## src/hw/rtl/qsrp_pkg.sv

```systemverilog
// Package: types, constants and hash helpers for the quoted string record parser.
package qsrp_pkg;

   localparam logic [31:0] FNV_PRIME = 32'h0100_0193;
   localparam logic [31:0] FNV_BASIS = 32'h811C_9DC5;

   localparam int Q_DEPTH = 4;
   localparam int Q_PTR_W = $clog2(Q_DEPTH);
   localparam int Q_CNT_W = $clog2(Q_DEPTH + 1);

   localparam logic [7:0] CH_SPACE  = 8'h20;
   localparam logic [7:0] CH_TAB    = 8'h09;
   localparam logic [7:0] CH_COMMA  = 8'h2C;
   localparam logic [7:0] CH_QUOTE  = 8'h22;
   localparam logic [7:0] CH_BSLASH = 8'h5C;
   localparam logic [7:0] CH_HASH   = 8'h23;
   localparam logic [7:0] CH_LF     = 8'h0A;
   localparam logic [7:0] CH_CR     = 8'h0D;
   localparam logic [7:0] CH_N      = 8'h6E;
   localparam logic [7:0] CH_R      = 8'h72;
   localparam logic [7:0] CH_T      = 8'h74;
   localparam logic [7:0] CH_UPPER_A = 8'h41;
   localparam logic [7:0] CH_UPPER_Z = 8'h5A;
   localparam logic [7:0] CASE_OFFSET = 8'h20;

   localparam logic [15:0] LEN_MAX = 16'hFFFF;

   typedef enum logic [2:0] {
      PH_SKIP = 3'd0,
      PH_ID   = 3'd1,
      PH_SEP  = 3'd2,
      PH_TEXT = 3'd3,
      PH_ESC  = 3'd4
   } phase_type;

   localparam logic [1:0] KIND_TEXT  = 2'd0;
   localparam logic [1:0] KIND_DONE  = 2'd1;
   localparam logic [1:0] KIND_ERROR = 2'd2;

   localparam logic [2:0] ERR_NO_HASH     = 3'd0;
   localparam logic [2:0] ERR_NO_TEXT     = 3'd1;
   localparam logic [2:0] ERR_BAD_SEP     = 3'd2;
   localparam logic [2:0] ERR_OPEN_TEXT   = 3'd3;
   localparam logic [2:0] ERR_OPEN_ESCAPE = 3'd4;
   localparam logic [2:0] ERR_BAD_ESCAPE  = 3'd5;

   typedef struct packed {
      logic [1:0]  kind;
      logic [7:0]  text_byte;
      logic [31:0] id_hash;
      logic [15:0] text_length;
      logic [2:0]  error_code;
      logic        last_result;
   } rsp_type;

   function automatic logic [31:0] fnv_fold(logic [31:0] h, logic [7:0] c);
      logic [7:0] lc;
      lc = c;
      if (c >= CH_UPPER_A && c <= CH_UPPER_Z) begin
         lc = c + CASE_OFFSET;
      end
      return (h ^ {24'd0, lc}) * FNV_PRIME;
   endfunction

   function automatic logic [31:0] swap32(logic [31:0] v);
      return {v[7:0], v[15:8], v[23:16], v[31:24]};
   endfunction

endpackage

```

## src/hw/rtl/qsrp_if.sv

```systemverilog
// Interfaces: the byte request channel and the result channel.
interface qsrp_req_if;
   logic       valid;
   logic       ready;
   logic [7:0] in_byte;
   logic       end_of_input;

   modport source (output valid, output in_byte, output end_of_input, input ready);
   modport sink (input valid, input in_byte, input end_of_input, output ready);
endinterface

interface qsrp_rsp_if;
   logic        valid;
   logic        ready;
   logic [1:0]  kind;
   logic [7:0]  text_byte;
   logic [31:0] id_hash;
   logic [15:0] text_length;
   logic [2:0]  error_code;
   logic        last_result;

   modport source (output valid, output kind, output text_byte, output id_hash,
                   output text_length, output error_code, output last_result,
                   input ready);
   modport sink (input valid, input kind, input text_byte, input id_hash,
                 input text_length, input error_code, input last_result,
                 output ready);
endinterface

```

## src/hw/rtl/quoted_string_record_parser_top.sv

```systemverilog
// Top level: byte-wise quoted string record parser with a small result queue.
//
// Usage: one byte per request arrives on req_if (in_byte, end_of_input); results
// leave on rsp_if as text bytes, record-done entries (byte-swapped FNV-1a hash
// of the identifier and saturated text length) or errors, the last result of a
// request carrying last_result.
// A request is decoded in the cycle it is accepted: parser state updates at that
// edge and its results are written into a four-entry result queue, so the first
// result is in the queue from the following cycle, behind any results waiting.
// Throughput is one request per cycle while req_if.ready is high. A request
// yields at most two results (a text byte followed by an error, only on the
// final byte); the result port drains one per cycle while rsp_if.ready is high.
// req_if.ready is high while the queue has room for two results; when the
// receiver stalls, the queue fills and ready drops once three or more results
// are waiting, which takes at most three requests that yield results.
// A synchronous reset empties the queue and returns the parser to skipping
// whitespace with a fresh hash; the final byte does so for the parser only.
module quoted_string_record_parser_top (
   input logic clock,
   input logic reset,
   qsrp_req_if.sink   req_if,
   qsrp_rsp_if.source rsp_if
);
   import qsrp_pkg::*;

   phase_type   phase_ff, phase_in;
   logic [31:0] hash_ff, hash_in;
   logic [15:0] len_ff, len_in;
   logic        halted_ff, halted_in;

   rsp_type              q_ff [Q_DEPTH];
   logic [Q_PTR_W-1:0]   wr_ptr_ff, wr_ptr_in;
   logic [Q_PTR_W-1:0]   rd_ptr_ff, rd_ptr_in;
   logic [Q_CNT_W-1:0]   cnt_ff, cnt_in;

   logic [7:0]  c;
   logic        last;
   logic        accept, pop;
   logic        is_small, is_id_char, is_sep_char, is_quote, is_bslash;
   logic        esc_ok;
   logic [7:0]  esc_val;
   logic        emit_text, emit_done, err_v;
   logic [7:0]  text_val;
   logic [2:0]  err_c;
   logic [1:0]  push_n;
   logic [15:0] len_inc;
   rsp_type     r0, r1;

   assign c      = req_if.in_byte;
   assign last   = req_if.end_of_input;
   assign accept = req_if.valid && req_if.ready;
   assign pop    = rsp_if.valid && rsp_if.ready;

   assign is_small    = c[7] || (c <= CH_SPACE);
   assign is_quote    = (c == CH_QUOTE);
   assign is_bslash   = (c == CH_BSLASH);
   assign is_sep_char = (c == CH_COMMA) || (c == CH_SPACE) || (c == CH_TAB);
   assign is_id_char  = !is_small && (c != CH_COMMA) && !is_quote;
   assign len_inc     = (len_ff == LEN_MAX) ? len_ff : len_ff + 16'd1;

   always_comb begin
      esc_ok  = 1'b1;
      esc_val = 8'd0;
      case (c)
         CH_N:      esc_val = CH_LF;
         CH_R:      esc_val = CH_CR;
         CH_BSLASH: esc_val = CH_BSLASH;
         CH_QUOTE:  esc_val = CH_QUOTE;
         CH_T:      esc_val = CH_TAB;
         default:   esc_ok  = 1'b0;
      endcase
   end

   // Next phase.
   always_comb begin
      phase_in = phase_ff;
      if (last) begin
         phase_in = PH_SKIP;
      end else if (!halted_ff) begin
         case (phase_ff)
            PH_ID: begin
               if (!is_id_char) begin
                  phase_in = is_quote ? PH_TEXT : PH_SEP;
               end
            end
            PH_SEP: begin
               if (is_quote) begin
                  phase_in = PH_TEXT;
               end
            end
            PH_TEXT: begin
               if (is_quote) begin
                  phase_in = PH_SKIP;
               end else if (is_bslash) begin
                  phase_in = PH_ESC;
               end
            end
            PH_ESC: begin
               if (esc_ok) begin
                  phase_in = PH_TEXT;
               end
            end
            default: begin
               if (!is_small && c == CH_HASH) begin
                  phase_in = PH_ID;
               end
            end
         endcase
      end
   end

   // Results and datapath state.
   always_comb begin
      emit_text = 1'b0;
      emit_done = 1'b0;
      err_v     = 1'b0;
      err_c     = ERR_NO_HASH;
      text_val  = c;
      hash_in   = hash_ff;
      len_in    = len_ff;
      halted_in = halted_ff;
      if (!halted_ff) begin
         case (phase_ff)
            PH_ID, PH_SEP: begin
               if (phase_ff == PH_ID && is_id_char) begin
                  hash_in = fnv_fold(hash_ff, c);
                  if (last) begin
                     err_v = 1'b1;
                     err_c = ERR_NO_TEXT;
                  end
               end else if (is_sep_char) begin
                  if (last) begin
                     err_v = 1'b1;
                     err_c = ERR_NO_TEXT;
                  end
               end else if (is_quote) begin
                  len_in = 16'd0;
                  if (last) begin
                     err_v = 1'b1;
                     err_c = ERR_OPEN_TEXT;
                  end
               end else begin
                  err_v = 1'b1;
                  err_c = ERR_BAD_SEP;
               end
            end
            PH_TEXT: begin
               if (is_quote) begin
                  emit_done = 1'b1;
                  hash_in   = FNV_BASIS;
                  len_in    = 16'd0;
               end else if (is_bslash) begin
                  if (last) begin
                     err_v = 1'b1;
                     err_c = ERR_OPEN_ESCAPE;
                  end
               end else begin
                  emit_text = 1'b1;
                  len_in    = len_inc;
                  if (last) begin
                     err_v = 1'b1;
                     err_c = ERR_OPEN_TEXT;
                  end
               end
            end
            PH_ESC: begin
               if (!esc_ok) begin
                  err_v = 1'b1;
                  err_c = ERR_BAD_ESCAPE;
               end else begin
                  emit_text = 1'b1;
                  text_val  = esc_val;
                  len_in    = len_inc;
                  if (last) begin
                     err_v = 1'b1;
                     err_c = ERR_OPEN_TEXT;
                  end
               end
            end
            default: begin
               if (!is_small) begin
                  if (c != CH_HASH) begin
                     err_v = 1'b1;
                     err_c = ERR_NO_HASH;
                  end else begin
                     hash_in = fnv_fold(FNV_BASIS, c);
                     if (last) begin
                        err_v = 1'b1;
                        err_c = ERR_NO_TEXT;
                     end
                  end
               end
            end
         endcase
         if (err_v) begin
            halted_in = 1'b1;
         end
      end
      if (last) begin
         hash_in   = FNV_BASIS;
         len_in    = 16'd0;
         halted_in = 1'b0;
      end
   end

   // Results of the current request, in order.
   always_comb begin
      r0 = '0;
      r1 = '0;
      if (emit_text) begin
         r0.kind      = KIND_TEXT;
         r0.text_byte = text_val;
      end else if (emit_done) begin
         r0.kind        = KIND_DONE;
         r0.id_hash     = swap32(hash_ff);
         r0.text_length = len_ff;
      end else begin
         r0.kind       = KIND_ERROR;
         r0.error_code = err_c;
      end
      r0.last_result = !(emit_text && err_v);
      r1.kind        = KIND_ERROR;
      r1.error_code  = err_c;
      r1.last_result = 1'b1;
      if (!accept) begin
         push_n = 2'd0;
      end else begin
         push_n = {1'b0, emit_text || emit_done || err_v} + {1'b0, emit_text && err_v};
      end
   end

   assign wr_ptr_in = wr_ptr_ff + push_n[Q_PTR_W-1:0];
   assign rd_ptr_in = pop ? rd_ptr_ff + Q_PTR_W'(1) : rd_ptr_ff;
   assign cnt_in    = cnt_ff + Q_CNT_W'(push_n) - Q_CNT_W'(pop);

   assign req_if.ready = (cnt_ff <= Q_CNT_W'(Q_DEPTH - 2));
   assign rsp_if.valid = (cnt_ff != '0);

   assign rsp_if.kind        = q_ff[rd_ptr_ff].kind;
   assign rsp_if.text_byte   = q_ff[rd_ptr_ff].text_byte;
   assign rsp_if.id_hash     = q_ff[rd_ptr_ff].id_hash;
   assign rsp_if.text_length = q_ff[rd_ptr_ff].text_length;
   assign rsp_if.error_code  = q_ff[rd_ptr_ff].error_code;
   assign rsp_if.last_result = q_ff[rd_ptr_ff].last_result;

   always_ff @(posedge clock) begin
      if (reset) begin
         phase_ff  <= PH_SKIP;
         hash_ff   <= FNV_BASIS;
         len_ff    <= 16'd0;
         halted_ff <= 1'b0;
         wr_ptr_ff <= '0;
         rd_ptr_ff <= '0;
         cnt_ff    <= '0;
      end else begin
         if (accept) begin
            phase_ff  <= phase_in;
            hash_ff   <= hash_in;
            len_ff    <= len_in;
            halted_ff <= halted_in;
         end
         wr_ptr_ff <= wr_ptr_in;
         rd_ptr_ff <= rd_ptr_in;
         cnt_ff    <= cnt_in;
      end
   end

   always_ff @(posedge clock) begin
      if (push_n != 2'd0) begin
         q_ff[wr_ptr_ff] <= r0;
      end
      if (push_n == 2'd2) begin
         q_ff[wr_ptr_ff + Q_PTR_W'(1)] <= r1;
      end
   end

`ifndef SYNTH
   a_queue_bound: assert property (@(posedge clock) disable iff (reset)
      cnt_ff <= Q_CNT_W'(Q_DEPTH))
      else $error("result queue count out of range");

   a_final_resets: assert property (@(posedge clock) disable iff (reset)
      accept && last |=> phase_ff == PH_SKIP && !halted_ff && hash_ff == FNV_BASIS
         && len_ff == 16'd0)
      else $error("parser state not restored after final byte");

   a_pair_is_text_error: assert property (@(posedge clock) disable iff (reset)
      push_n == 2'd2 |-> emit_text && err_v && last)
      else $error("two results pushed without text byte and error on final byte");

   a_halted_silent: assert property (@(posedge clock) disable iff (reset)
      accept && halted_ff |-> push_n == 2'd0)
      else $error("halted parser produced a result");
`endif

endmodule

```

## src/flat_wrapper.sv

```systemverilog
// flat-port wrapper written by rule: the top's interface ports become plain ports
module quoted_string_record_parser_top_flat import qsrp_pkg::*;
  (clock, reset, req_if_valid, req_if_in_byte, req_if_end_of_input, req_if_ready, rsp_if_valid, rsp_if_kind, rsp_if_text_byte, rsp_if_id_hash, rsp_if_text_length, rsp_if_error_code, rsp_if_last_result, rsp_if_ready);
  qsrp_req_if req_if_i ();
  qsrp_rsp_if rsp_if_i ();
  input logic clock;
  input logic reset;
  input wire logic [$bits(req_if_i.valid)-1:0] req_if_valid;
  input wire logic [$bits(req_if_i.in_byte)-1:0] req_if_in_byte;
  input wire logic [$bits(req_if_i.end_of_input)-1:0] req_if_end_of_input;
  output wire logic [$bits(req_if_i.ready)-1:0] req_if_ready;
  output wire logic [$bits(rsp_if_i.valid)-1:0] rsp_if_valid;
  output wire logic [$bits(rsp_if_i.kind)-1:0] rsp_if_kind;
  output wire logic [$bits(rsp_if_i.text_byte)-1:0] rsp_if_text_byte;
  output wire logic [$bits(rsp_if_i.id_hash)-1:0] rsp_if_id_hash;
  output wire logic [$bits(rsp_if_i.text_length)-1:0] rsp_if_text_length;
  output wire logic [$bits(rsp_if_i.error_code)-1:0] rsp_if_error_code;
  output wire logic [$bits(rsp_if_i.last_result)-1:0] rsp_if_last_result;
  input wire logic [$bits(rsp_if_i.ready)-1:0] rsp_if_ready;
  assign req_if_i.valid = req_if_valid;
  assign req_if_i.in_byte = req_if_in_byte;
  assign req_if_i.end_of_input = req_if_end_of_input;
  assign req_if_ready = req_if_i.ready;
  assign rsp_if_valid = rsp_if_i.valid;
  assign rsp_if_kind = rsp_if_i.kind;
  assign rsp_if_text_byte = rsp_if_i.text_byte;
  assign rsp_if_id_hash = rsp_if_i.id_hash;
  assign rsp_if_text_length = rsp_if_i.text_length;
  assign rsp_if_error_code = rsp_if_i.error_code;
  assign rsp_if_last_result = rsp_if_i.last_result;
  assign rsp_if_i.ready = rsp_if_ready;
  quoted_string_record_parser_top u_core (.clock(clock), .reset(reset), .req_if(req_if_i), .rsp_if(rsp_if_i));
endmodule
```

## config.mk

```make
export PLATFORM = sky130hd
export DESIGN_NAME = quoted_string_record_parser_top_flat
export DESIGN_NICKNAME = d
export VERILOG_FILES = /design/src/hw/rtl/qsrp_pkg.sv /design/src/hw/rtl/qsrp_if.sv /design/src/hw/rtl/quoted_string_record_parser_top.sv /design/src/flat_wrapper.sv
export SDC_FILE = /design/constraint.sdc
export NUM_CORES = 1
export LEC_CHECK = 0
export BUFFER_PORTS_ARGS = -buffer_cell sky130_fd_sc_hd__buf_2
export CORE_ASPECT_RATIO = 0.5
export CORE_UTILIZATION = 60
export CTS_BUF_LIST = sky130_fd_sc_hd__clkbuf_16
export CTS_CLUSTER_DIAMETER = 50
export DETAILED_ROUTE_END_ITERATION = 7
export GPL_TIMING_DRIVEN = 0
export PLACE_DENSITY = 0.78
export SYNTH_ARGS = -nofsm -noshare
export SYNTH_HDL_FRONTEND = slang
export SYNTH_SLANG_ARGS = --single-unit
```

## constraint.sdc

```tcl
create_clock -name clock -period 9.6 [get_ports clock]
set_input_delay 0 -clock clock [delete_from_list [all_inputs] [get_ports clock]]
set_output_delay 0 -clock clock [all_outputs]
set_load 0.02 [all_outputs]
```

==> results of run 1 <==
==> sequential cells by signal, indices dropped and copies added (netlist names), named ones only <==
| signal | count |
|---|---|
| u_core.len_ff | 16 |
| u_core.q_ff | 248 |
| u_core.halted_ff | 1 |
| u_core.wr_ptr_ff | 2 |
| u_core.hash_ff | 32 |
| u_core.rd_ptr_ff | 2 |
| u_core.phase_ff | 3 |
| u_core.cnt_ff | 3 |
==> cells in the mapped netlist (6+ instances only) <==
library cell                 n  share of area
sky130_fd_sc_hd__nor2_1    101          0.018
sky130_fd_sc_hd__nor4_1      9         0.0027
sky130_fd_sc_hd__xor2_1     20         0.0083
sky130_fd_sc_hd__and3_1     14         0.0041
sky130_fd_sc_hd__o22a_1      8         0.0033
sky130_fd_sc_hd__or2_2      10         0.0030
sky130_fd_sc_hd__o21ai_0   248          0.059
sky130_fd_sc_hd__mux4_2     62          0.066
sky130_fd_sc_hd__edfxtp_1   12          0.017
sky130_fd_sc_hd__dfxtp_1   297           0.28
sky130_fd_sc_hd__a22o_1     34          0.014
sky130_fd_sc_hd__a31oi_1    10         0.0030
sky130_fd_sc_hd__a211oi_1   15         0.0053
sky130_fd_sc_hd__a21oi_1    81          0.019
sky130_fd_sc_hd__clkbuf_1   91          0.016
sky130_fd_sc_hd__nand3_1    25         0.0059
sky130_fd_sc_hd__fa_1       87          0.082
sky130_fd_sc_hd__a221oi_1    6         0.0025
sky130_fd_sc_hd__nand2_1   320          0.057
sky130_fd_sc_hd__xnor2_1    42          0.017
sky130_fd_sc_hd__ha_1      295           0.17
sky130_fd_sc_hd__nand2b_1   15         0.0044
sky130_fd_sc_hd__nand3b_1    7         0.0025
sky130_fd_sc_hd__nor2b_1     9         0.0027
sky130_fd_sc_hd__nor3_1     27         0.0064
sky130_fd_sc_hd__o21a_1      7         0.0025
sky130_fd_sc_hd__o211ai_1   14         0.0050
sky130_fd_sc_hd__inv_1     315          0.056
sky130_fd_sc_hd__a21o_1     22         0.0078
sky130_fd_sc_hd__or3_1      23         0.0068
sky130_fd_sc_hd__and2_1      7         0.0021
sky130_fd_sc_hd__o31ai_1     8         0.0028
sky130_fd_sc_hd__buf_1       8         0.0014
==> critical path: stages <==
cell	delay, ns
sky130_fd_sc_hd__buf_2	0.13
sky130_fd_sc_hd__clkbuf_1	0.35
sky130_fd_sc_hd__inv_1	0.27
sky130_fd_sc_hd__ha_1	0.36
sky130_fd_sc_hd__a211o_1	0.30
sky130_fd_sc_hd__nand3_1	0.11
sky130_fd_sc_hd__o21ai_0	0.41
sky130_fd_sc_hd__xnor2_1	1.29
sky130_fd_sc_hd__ha_1	0.41
sky130_fd_sc_hd__ha_1	0.30
sky130_fd_sc_hd__fa_1	0.50
sky130_fd_sc_hd__ha_1	0.22
sky130_fd_sc_hd__fa_1	0.48
sky130_fd_sc_hd__ha_1	0.28
sky130_fd_sc_hd__inv_1	0.05
sky130_fd_sc_hd__fa_1	0.52
sky130_fd_sc_hd__inv_1	0.04
sky130_fd_sc_hd__ha_1	0.26
sky130_fd_sc_hd__clkbuf_1	0.26
sky130_fd_sc_hd__nand2_1	0.13
sky130_fd_sc_hd__nor4_1	0.84
sky130_fd_sc_hd__o211ai_1	0.23
sky130_fd_sc_hd__a2111oi_0	0.52
sky130_fd_sc_hd__a211oi_1	0.12
sky130_fd_sc_hd__a21oi_1	0.16
==> cells in the final DEF (no fill, tap or decap), types with 14 or more instances in the layout <==
cell	n
sky130_fd_sc_hd__nand2b_1	15
sky130_fd_sc_hd__clkbuf_16	30
sky130_fd_sc_hd__or3_1	23
sky130_fd_sc_hd__xor2_1	20
sky130_fd_sc_hd__dfxtp_1	297
sky130_fd_sc_hd__a21o_1	22
sky130_fd_sc_hd__mux4_2	62
sky130_fd_sc_hd__o21ai_0	248
sky130_fd_sc_hd__nand2_1	320
sky130_fd_sc_hd__clkbuf_1	91
sky130_fd_sc_hd__a22o_1	34
sky130_fd_sc_hd__xnor2_1	42
sky130_fd_sc_hd__inv_1	318
sky130_fd_sc_hd__nand3_1	25
sky130_fd_sc_hd__nor3_1	26
sky130_fd_sc_hd__fa_1	87
sky130_fd_sc_hd__o211ai_1	14
sky130_fd_sc_hd__a211oi_1	15
sky130_fd_sc_hd__buf_2	79
sky130_fd_sc_hd__nor2_1	101
sky130_fd_sc_hd__ha_1	295
sky130_fd_sc_hd__a21oi_1	81
sky130_fd_sc_hd__and3_1	14
==> area by class of cell <==
class	count	area [um2]	area share
Clock buffer	30	751	0.0324
Buffer	106	418	0.0180
Multi-Input combinational cell	1623	13300	0.574
Timing Repair Buffer	78	405	0.0175
Sequential cell	309	6310	0.272
Tap cell	475	594	0.0257
Inverter	315	1180	0.0511
Clock inverter	22	198	0.00854
==> per-stage QoR <==
stage               cell area, um2  setup WS [ns]  std cells
finish                       23200           1.53       2958
floorplan                    21200           3.25       2353
global route                 23200           1.14       2958
detailed placement           22200           1.21       2903
CTS                          23200           1.77       2958
global placement             22200           1.29       2903
==> kinds of logic (layout without fill, tap and decap cells) <==
kind of cell	after synthesis	count (layout)	synth area share
multiplexers	67	67	0.0683
XOR/XNOR	62	62	0.0256
AND/OR/NAND/NOR	595	595	0.127
adder cells (fa/ha/maj)	383	383	0.257
AO/OA/AOI/OAI	516	516	0.150
flip-flops	309	309	0.297
buffers and inverters	421	551	0.0755
==> metal layers <==
metal  GRT usage  vias to the layer above  wire, um
met1       0.425                     8492     24300
li1            -                     8307         -
met5           0                        -         0
met3      0.0447                      123      4240
met4       0.104                        0      1580
met2       0.515                      700     25600
==> how the worst min path moves through the flow <==
stage                              from                  end  slack (ns)  cells past startpoint
floorplan           req_if_end_of_input    u_core.len_ff[13]        0.22                      3
global placement     u_core.q_ff[0][61]   u_core.q_ff[0][61]        0.43                      2
detailed placement   u_core.q_ff[1][61]   u_core.q_ff[1][61]        0.43                      2
CTS                        req_if_valid     u_core.cnt_ff[0]       0.002                      4
global route               req_if_valid     u_core.cnt_ff[0]        0.05                      4
finish                     req_if_valid  u_core.wr_ptr_ff[0]       0.008                      4
==> what timing repair did <==
item / 4_1_cts / 5_1_grt
hold buffers: 3 / 0
hold endpoints to repair: 7 / 0
setup endpoints to repair: 0 / 0
==> run metrics, run 1 <==
result of the run=complete, no violations; fin util=0.668; iteration count of the initial detailed-routing pass=6; maximum achievable frequency=124 MHz; sequential share of the synthesized area=0.297; core outline area=0.0347 mm2; Slew @ Worst Pin=1.46 ns; NumNets Final=2856; total global-route track usage=0.313; setup repair after global routing missed its margin=no; buffer depth of the longest clock path=3; Critical Path End Type=flop; via count=17600; boundary pin count=77; worst reg-to-reg path cell count=18; timing endpoint of the critical path=u_core.hash_ff[26]; routed via count divided by cell count=5.96; worst-case clock skew=0.0218 ns; Syn Area/Cell=9.01 um2; commonest register cell after synthesis=sky130_fd_sc_hd__dfxtp_1; WL final=55700 um; setup TNS=0 ns; buffer type at the clock tree root=sky130_fd_sc_hd__clkbuf_16; global placement routability congestion=0.984; register clock-pin slew on the reported worst setup and hold paths=0.07 ns; pin count of the biggest net entering global routing=17; Max Cap Violations=0; clock latency at the later pin of the worst-skew pair=0.58 ns; number of clock sinks=309; reg-to-reg endpoint=u_core.hash_ff[26]; ANT nets after route=0; number of H-tree levels=1; number of DRC violations after detailed-routing iteration 0=1747; net count of the mapped netlist=2748; Overflow after GRT=0; row cnt=48; final critical delay including setup and external delays=8.07 ns; Post-synth ARST share=0; post-route worst hold slack=0.00784 ns; largest driver fanout on the critical path=8; flop and latch count out of synthesis=309; kind of critical path=in -> reg; fill cell instance count of the final layout=2756; detailed-route DRC error count=0; die boundary height=135 um; die width=268 um; Resized Gates After CTS=0; Port-buffer cells=75; startpoint of the worst register-to-register path=u_core.hash_ff[6]; Die Area=0.0361 mm2; remaining max-slew budget at the tightest pin=0.0180; number of antenna repair diodes=0; Initial Util=0.612; worst reg-to-reg setup slack=2.68 ns; Critical path origin=req_if_in_byte[0]; summed instance area of the synthesized netlist=0.0212 mm2; number of global-route vias before repair=17300; clock buffers created by TritonCTS=28; data arrival at the endpoint of the critical path=8.56 ns; Synth Instances=2353; Yosys warning count=0; CTS tree=done; Hold Vio Cnt, Final=0; count of different cell masters after synthesis=80; number of synthesized flops with an enable pin=12; max-slew violation total from the final report=0; antenna violations before repair=0; fraction of layout instances using a drive strength above 1=0.0846; wire length of the first global-routing pass=89400 um; detailed-placement wirelength estimate=41900 um; number of buffers inserted to repair setup after CTS=0; part of the cycle the worst path needs=0.840; kind of start point of the critical path=input pin; setup-violating endpoint count in the final report=0; type of the tightest min-delay check=in -> reg; detailed-route wire length per cell=18.8 um; Data required, critical path=10.10 ns; synthesis-to-finish area growth=9.21%
Power of run 1 is left out: the tool's default activity adds up to more than one toggle a clock period on the data nets, which glitch-free logic cannot reach.
==> inputs of run 2 (changes only) <==
--- a/config.mk
+++ b/config.mk
@@ -7,12 +7,12 @@
 export LEC_CHECK = 0
 export BUFFER_PORTS_ARGS = -buffer_cell sky130_fd_sc_hd__buf_2
 export CORE_ASPECT_RATIO = 0.5
-export CORE_UTILIZATION = 60
+export CORE_UTILIZATION = 57
 export CTS_BUF_LIST = sky130_fd_sc_hd__clkbuf_16
 export CTS_CLUSTER_DIAMETER = 50
 export DETAILED_ROUTE_END_ITERATION = 7
 export GPL_TIMING_DRIVEN = 0
-export PLACE_DENSITY = 0.78
+export PLACE_DENSITY = 0.77
 export SYNTH_ARGS = -nofsm -noshare
 export SYNTH_HDL_FRONTEND = slang
 export SYNTH_SLANG_ARGS = --single-unit
==> constraint.sdc (replaced) <==
create_clock -name clock -period 7 [get_ports clock]
set_input_delay 0 -clock clock [delete_from_list [all_inputs] [get_ports clock]]
set_output_delay 0 -clock clock [all_outputs]
set_load 0.02 [all_outputs]
==> run 2 against run 1 <==
Against the previous run: the flow now finishes with violations (DRC, hold timing); setup slack lost 1.2 ns; non-clock buffer count shrank 1; global-route usage shrank 1.5 points; design area grew 0.50%; utilization shrank 2.7 points; sequential share of layout area shrank 0.14 points; sequential cell count is the same; clock skew grew 0.0057 ns; first-iteration DRC count shrank 12%; critical path depth shrank 6; critical path type is now reg -> reg; critical endpoint is now u_core.hash_ff[24]; largest cell class unchanged; highest routed layer is now met5.
==> run metrics, run 2 (synthesis gave the netlist of run 1 again) <==
number of flip-flops under the largest register name=248 (unchanged); worst reg-to-reg path cell count=19 (was 18); violations in the final reports=DRC, hold timing; routed via count divided by cell count=5.94 (was 5.96); die width=275 um (was 268 um); Post-Place Setup Slack=-1.40 ns (was 1.21 ns); type of the tightest min-delay check=in -> reg (unchanged); wire length of the first global-routing pass=90300 um (was 89400 um); top flop regs=u_core.q_ff (248), u_core.hash_ff (32), u_core.len_ff (16) (unchanged); pin count of the biggest net entering global routing=17 (unchanged); worst-case clock skew=0.0275 ns (was 0.0218 ns); ANT nets after route=0 (unchanged); clock latency at the later pin of the worst-skew pair=0.59 ns (was 0.58 ns); CTS tree=done (unchanged); detailed-placement wirelength estimate=42000 um (was 41900 um); iteration count of the initial detailed-routing pass=8 (was 6); Overflow after GRT=0 (unchanged); number of buffers inserted to repair setup after CTS=0 (unchanged); buffer depth of the longest clock path=3 (unchanged); number of DRC violations after detailed-routing iteration 0=1538 (was 1747); largest driver fanout on the critical path=6 (was 8); synthesis-to-finish area growth=9.76% (was 9.21%); number of antenna repair diodes=0 (unchanged); Data required, critical path=7.50 ns (was 10.10 ns); data arrival at the endpoint of the critical path=7.12 ns (was 8.56 ns); core outline area=0.0363 mm2 (was 0.0347 mm2); global placement routability congestion=0.939 (was 0.984); number of H-tree levels=1 (unchanged); Final Instance Area=0.0233 mm2 (was 0.0232 mm2); critical path buffer and inverter count=2 (was 6); Initial Util=0.584 (was 0.612); fin util=0.641 (was 0.668); post-route worst hold slack=-0.0106 ns (was 0.00784 ns); final setup slack of the worst path=0.381 ns (was 1.53 ns); CP delay by family, top=adder cells (unchanged); Critical Path Most Common Cell=sky130_fd_sc_hd__ha_1 (unchanged); result of the run=complete, but fails checks (was complete, no violations); CP max stage delay=0.93 ns (was 1.29 ns); part of the cycle the worst path needs=0.946; Slew @ Worst Pin=1.14 ns (was 1.46 ns); cell-by-cell listing of the critical path=xor2_1 -> ha_1 -> ha_1 -> fa_1 -> ha_1 -> fa_1 -> ha_1 -> inv_1 -> fa_1 -> inv_1 -> ha_1 -> nand2_1 -> nor2_1 -> a211oi_2 -> o221ai_1 -> o21ai_0 -> nor3b_1 -> mux2_2 -> a31oi_1; clock buffers created by TritonCTS=30 (was 28); buffer type at the clock tree root=sky130_fd_sc_hd__clkbuf_16 (unchanged); number of cells on the worst hold path=3 (was 4); kind of start point of the critical path=flop (was input pin); detailed-route wire length per cell=19.0 um (was 18.8 um); die boundary height=138 um (was 135 um); fraction of layout instances using a drive strength above 1=0.0874 (was 0.0846); max-slew violation total from the final report=0 (unchanged); total global-route track usage=0.298 (was 0.313); register with the most flip-flops=u_core.q_ff (unchanged); boundary pin count=77 (unchanged); most frequent cells in the layout=sky130_fd_sc_hd__inv_1 (322), sky130_fd_sc_hd__nand2_1 (320), sky130_fd_sc_hd__dfxtp_1 (297) (was sky130_fd_sc_hd__nand2_1 (320), sky130_fd_sc_hd__inv_1 (318), sky130_fd_sc_hd__dfxtp_1 (297)); number of clock sinks=309 (unchanged); detailed-route DRC error count=6 (was 0); Port-buffer cells=75 (unchanged); NumNets Final=2857 (was 2856); kind of critical path=reg -> reg (was in -> reg); depth of the critical timing path with buffers and inverters included=19 (was 25); via count=17600 (about the same); slowest stage cell on the critical path=sky130_fd_sc_hd__xor2_1 (was sky130_fd_sc_hd__xnor2_1); register clock-pin slew on the reported worst setup and hold paths=0.07 ns (about the same); final critical delay including setup and external delays=6.62 ns; antenna violations before repair=1 (was 0); WL final=56400 um (was 55700 um); setup-violating endpoint count in the final report=0 (unchanged); setup repair after global routing missed its margin=no (unchanged); row cnt=49 (was 48); Critical Path End Type=flop (unchanged); number of global-route vias before repair=17300 (about the same); Die Area=0.0380 mm2 (was 0.0361 mm2); maximum achievable frequency=151 MHz; fill cell instance count of the final layout=2940 (was 2756); most common cell after layout, fill and taps aside=sky130_fd_sc_hd__inv_1 (was sky130_fd_sc_hd__nand2_1); Max Cap Violations=0 (unchanged); Hold Vio Cnt, Final=1 (was 0); remaining max-slew budget at the tightest pin=0.233 (was 0.0180); Placed Instance Area=0.0222 mm2 (about the same)
## run 2: cell count changes in the layout (fill, tap and decap cells not counted), moves of 2 or more
cell	delta
sky130_fd_sc_hd__clkinvlp_4	-5
sky130_fd_sc_hd__inv_1	+4
sky130_fd_sc_hd__xnor2_1	-4
sky130_fd_sc_hd__clkinv_4	+2
sky130_fd_sc_hd__xnor2_2	+2
sky130_fd_sc_hd__xnor2_4	+2
## run 2: routing by layer
layer  vias to the layer above  part of all wire  track usage  routed length (um)
li1                       8321                 -            -                   -
met1                      8570              0.43        0.406               24300
met2                       626              0.46        0.495               26200
met3                       116             0.078       0.0436                4380
met4                         2             0.026       0.0795                1490
met5                         -           0.00023            0                  13
## run 2: tightest hold or removal path: cells and delay by family
family / cells / cell delay, ns
compound gates: 2 / 0.35
buf+inv: 1 / 0.18
## run 2: area by class of cell
type | count | area [um2] | area share
clock buffers | 30 | 751 | 0.0323
plain buffers | 105 | 414 | 0.0178
clock inverters | 24 | 200 | 0.00860
flip-flops and latches | 309 | 6310 | 0.271
inverters | 315 | 1180 | 0.0508
well taps | 484 | 606 | 0.0260
multi-input cells | 1623 | 13400 | 0.576
repair buffers | 78 | 405 | 0.0174
## run 2: what timing repair did
action,4_1_cts,5_1_grt
gates cloned,0,0
hold buffers,3,0
endpoints found under the hold margin,6,0
setup endpoints to repair,13,8
pin swaps,0,1
gates resized for setup,8,8
## run 2: final timing paths
path                           start            endpoint  slack, ns
setup reg to reg   u_core.hash_ff[4]  u_core.hash_ff[24]       0.38
hold / removal     req_if_in_byte[0]   u_core.hash_ff[0]      -0.01
setup / recovery   u_core.hash_ff[4]  u_core.hash_ff[24]       0.38
hold reg to reg   u_core.q_ff[3][61]  u_core.q_ff[3][61]       0.45
## run 2: per-stage QoR
step | setup TNS [ns] | instances | hold slack, ns
finish | 0 | 2968 | -0.0106
global route | 0 | 2968 | 0.0174
CTS | 0 | 2969 | 0.0172
detailed placement | -16.80 | 2912 | 0.436
global placement | -15.57 | 2912 | 0.427
floorplan | 0 | 2353 | 0.220
Power of run 2 is left out for the same reason.
==> inputs of run 3 (changes only) <==
--- a/config.mk
+++ b/config.mk
@@ -7,12 +7,11 @@
 export LEC_CHECK = 0
 export BUFFER_PORTS_ARGS = -buffer_cell sky130_fd_sc_hd__buf_2
 export CORE_ASPECT_RATIO = 0.5
-export CORE_UTILIZATION = 57
+export CORE_UTILIZATION = 31
 export CTS_BUF_LIST = sky130_fd_sc_hd__clkbuf_16
 export CTS_CLUSTER_DIAMETER = 50
 export DETAILED_ROUTE_END_ITERATION = 7
 export GPL_TIMING_DRIVEN = 0
-export PLACE_DENSITY = 0.77
 export SYNTH_ARGS = -nofsm -noshare
 export SYNTH_HDL_FRONTEND = slang
 export SYNTH_SLANG_ARGS = --single-unit
==> constraint.sdc (replaced) <==
create_clock -name clock -period 7 [get_ports clock]
set_input_delay 0.7 -clock clock [delete_from_list [all_inputs] [get_ports clock]]
set_output_delay 0.7 -clock clock [all_outputs]
set_load 0.1 [all_outputs]
==> run 3 against run 2 <==
Against the previous run: the flow now finishes without violations; maximum frequency fell by 1.9%; cell count grew 15%; clock-buffer cell count rose by 9; global-route usage shrank 12 points; non-clock buffer count grew 21; setup slack worse by 0.13 ns; design area is 4.9% higher; utilization is 28 points lower; critical path type is now in -> reg.
==> run metrics, run 3 (synthesis gave the netlist of run 1 again) <==
Port-buffer cells=75 (unchanged); antenna violations before repair=0 (was 1); Critical Path End Type=flop (unchanged); register clock-pin slew on the reported worst setup and hold paths=0.06 ns (was 0.07 ns); die width=372 um (was 275 um); remaining max-slew budget at the tightest pin=0.188 (was 0.233); synthesis-to-finish area growth=15.2% (was 9.76%); hold buffer count at cts=0 (was 3); total global-route track usage=0.174 (was 0.298); clock latency at the later pin of the worst-skew pair=0.55 ns (was 0.59 ns); global placement routability congestion=0.894 (was 0.939); most frequent cells in the layout=sky130_fd_sc_hd__nand2_1 (318), sky130_fd_sc_hd__inv_1 (317), sky130_fd_sc_hd__dfxtp_1 (297) (was sky130_fd_sc_hd__inv_1 (322), sky130_fd_sc_hd__nand2_1 (320), sky130_fd_sc_hd__dfxtp_1 (297)); max-slew violation total from the final report=0 (unchanged); register with the most flip-flops=u_core.q_ff (unchanged); number of DRC violations after detailed-routing iteration 0=1273 (was 1538); data arrival at the endpoint of the critical path=7.19 ns (was 7.12 ns); part of the cycle the worst path needs=0.964 (was 0.946); number of antenna repair diodes=0 (unchanged); type of the tightest min-delay check=reg -> reg (was in -> reg); DP Cell Count=3326 (was 2912); kind of start point of the critical path=input pin (was flop); Die Area=0.0695 mm2 (was 0.0380 mm2); worst-case clock skew=0.0148 ns (was 0.0275 ns); fraction of layout instances using a drive strength above 1=0.110 (was 0.0874); kind of critical path=in -> reg (was reg -> reg); Overflow after GRT=0 (unchanged); Initial Util=0.315 (was 0.584); non-filler cells, final=3417 (was 2968); Hold Vio Cnt, Final=0 (was 1); die boundary height=187 um (was 138 um); worst reg-to-reg setup slack=0.63 ns (was 0.38 ns); core outline area=0.0673 mm2 (was 0.0363 mm2); setup-violating endpoint count in the final report=0 (unchanged); Data required, critical path=7.44 ns (was 7.50 ns); Slew @ Worst Pin=1.21 ns (was 1.14 ns); via count=17500 (was 17600); boundary pin count=77 (unchanged); buffer type at the clock tree root=sky130_fd_sc_hd__clkbuf_16 (unchanged); number of global-route vias before repair=17500 (was 17300); detailed-placement wirelength estimate=45400 um (was 42000 um); result of the run=complete, no violations (was complete, but fails checks); fill cell instance count of the final layout=6862 (was 2940); wire length of the first global-routing pass=96400 um (was 90300 um); Max Cap Violations=0 (unchanged); top flop regs=u_core.q_ff (248), u_core.hash_ff (32), u_core.len_ff (16) (unchanged); detailed-route DRC error count=0 (was 6); number of flip-flops under the largest register name=248 (unchanged); post-route worst hold slack=0.447 ns (was -0.0106 ns); iteration count of the initial detailed-routing pass=5 (was 8); ANT nets after route=0 (unchanged); largest driver fanout on the critical path=7 (was 6); number of clock sinks=309 (unchanged); NumNets Final=2887 (was 2857); WL final=60100 um (was 56400 um); buffer depth of the longest clock path=3 (unchanged); pin count of the biggest net entering global routing=15 (was 17); CTS tree=done (unchanged); routed via count divided by cell count=5.11 (was 5.94); number of H-tree levels=2 (was 1); row cnt=67 (was 49); final critical delay including setup and external delays=6.75 ns (was 6.62 ns); most common cell after layout, fill and taps aside=sky130_fd_sc_hd__nand2_1 (was sky130_fd_sc_hd__inv_1); maximum achievable frequency=148 MHz (was 151 MHz); detailed-route wire length per cell=17.6 um (was 19.0 um); clock buffers created by TritonCTS=39 (was 30)
[run 3: changes by cell type in the layout (fill, tap and decap cells not counted), sizes merged]
cell         change
buf             +25
clkbuf           +8
inv              +4
clkinv           -3
clkinvlp         +3
dlygate4sd3      -3
bufinv           +2
[run 3: worst paths after layout]
kind / startpoint / to / depth (start not counted)
setup / recovery: req_if_in_byte[0] / u_core.hash_ff[26] / 27
hold / removal: u_core.q_ff[1][61] / u_core.q_ff[1][61] / 2
setup reg to reg: u_core.hash_ff[3] / u_core.hash_ff[22] / 22
hold reg to reg: u_core.q_ff[1][61] / u_core.q_ff[1][61] / 2
[run 3: repair_timing]
item                       4_1_cts  5_1_grt
setup buffers                   10       13
gates cloned                     0        0
setup endpoints to repair       19       13
resized for setup               21       21
pin swaps                        6       11
[run 3: layout make-up]
class	instances	area, um2	share of cell area
multi-input combinational	1623	13500	0.553
sequential	309	6310	0.258
inverter	315	1190	0.0487
tap	897	1120	0.0460
clock buffer	39	976	0.0400
timing repair buffer	99	584	0.0239
buffer	105	422	0.0173
clock inverter	30	307	0.0126
[run 3: worst max-delay path, cell delays in order]
cell and delay, ns:
sky130_fd_sc_hd__buf_2 0.14, sky130_fd_sc_hd__buf_6 0.16, sky130_fd_sc_hd__clkinvlp_4 0.14, sky130_fd_sc_hd__ha_1 0.21
sky130_fd_sc_hd__nor2b_1 0.12, sky130_fd_sc_hd__o211ai_1 0.27, sky130_fd_sc_hd__nand3_2 0.19, sky130_fd_sc_hd__o21ai_4 0.29
sky130_fd_sc_hd__xnor2_4 0.20, sky130_fd_sc_hd__buf_6 0.20, sky130_fd_sc_hd__ha_1 0.24, sky130_fd_sc_hd__ha_1 0.30
sky130_fd_sc_hd__fa_1 0.48, sky130_fd_sc_hd__ha_1 0.21, sky130_fd_sc_hd__fa_1 0.48, sky130_fd_sc_hd__ha_1 0.28
sky130_fd_sc_hd__inv_1 0.05, sky130_fd_sc_hd__fa_1 0.52, sky130_fd_sc_hd__inv_1 0.04, sky130_fd_sc_hd__ha_1 0.36
sky130_fd_sc_hd__and3_1 0.22, sky130_fd_sc_hd__nand2_2 0.11, sky130_fd_sc_hd__nor4_4 0.43, sky130_fd_sc_hd__o211ai_1 0.21
sky130_fd_sc_hd__and2_1 0.21, sky130_fd_sc_hd__a211oi_1 0.29, sky130_fd_sc_hd__a21oi_1 0.11
[run 3: per-layer routing]
metal | track usage | vias to the layer above | wire length (um) | share of wire
li1 | - | 8384 | - | -
met1 | 0.231 | 8563 | 27200 | 0.45
met2 | 0.299 | 437 | 29000 | 0.48
met3 | 0.0168 | 93 | 2620 | 0.044
met4 | 0.0489 | 0 | 1330 | 0.022
met5 | 0 | - | 0 | 0
[run 3: metrics by stage]
stage	instance area, um2	setup slack (ns)	setup TNS, ns	util
global placement	22700	-1.99	-29.38	0.337
CTS	24200	0.0488	0	0.360
global route	24400	-0.0209	-0.0292	0.363
floorplan	21200	0.0461	0	-
finish	24400	0.250	0	0.363
detailed placement	22700	-1.91	-26.89	0.338
Power of run 3 is left out for the same reason.
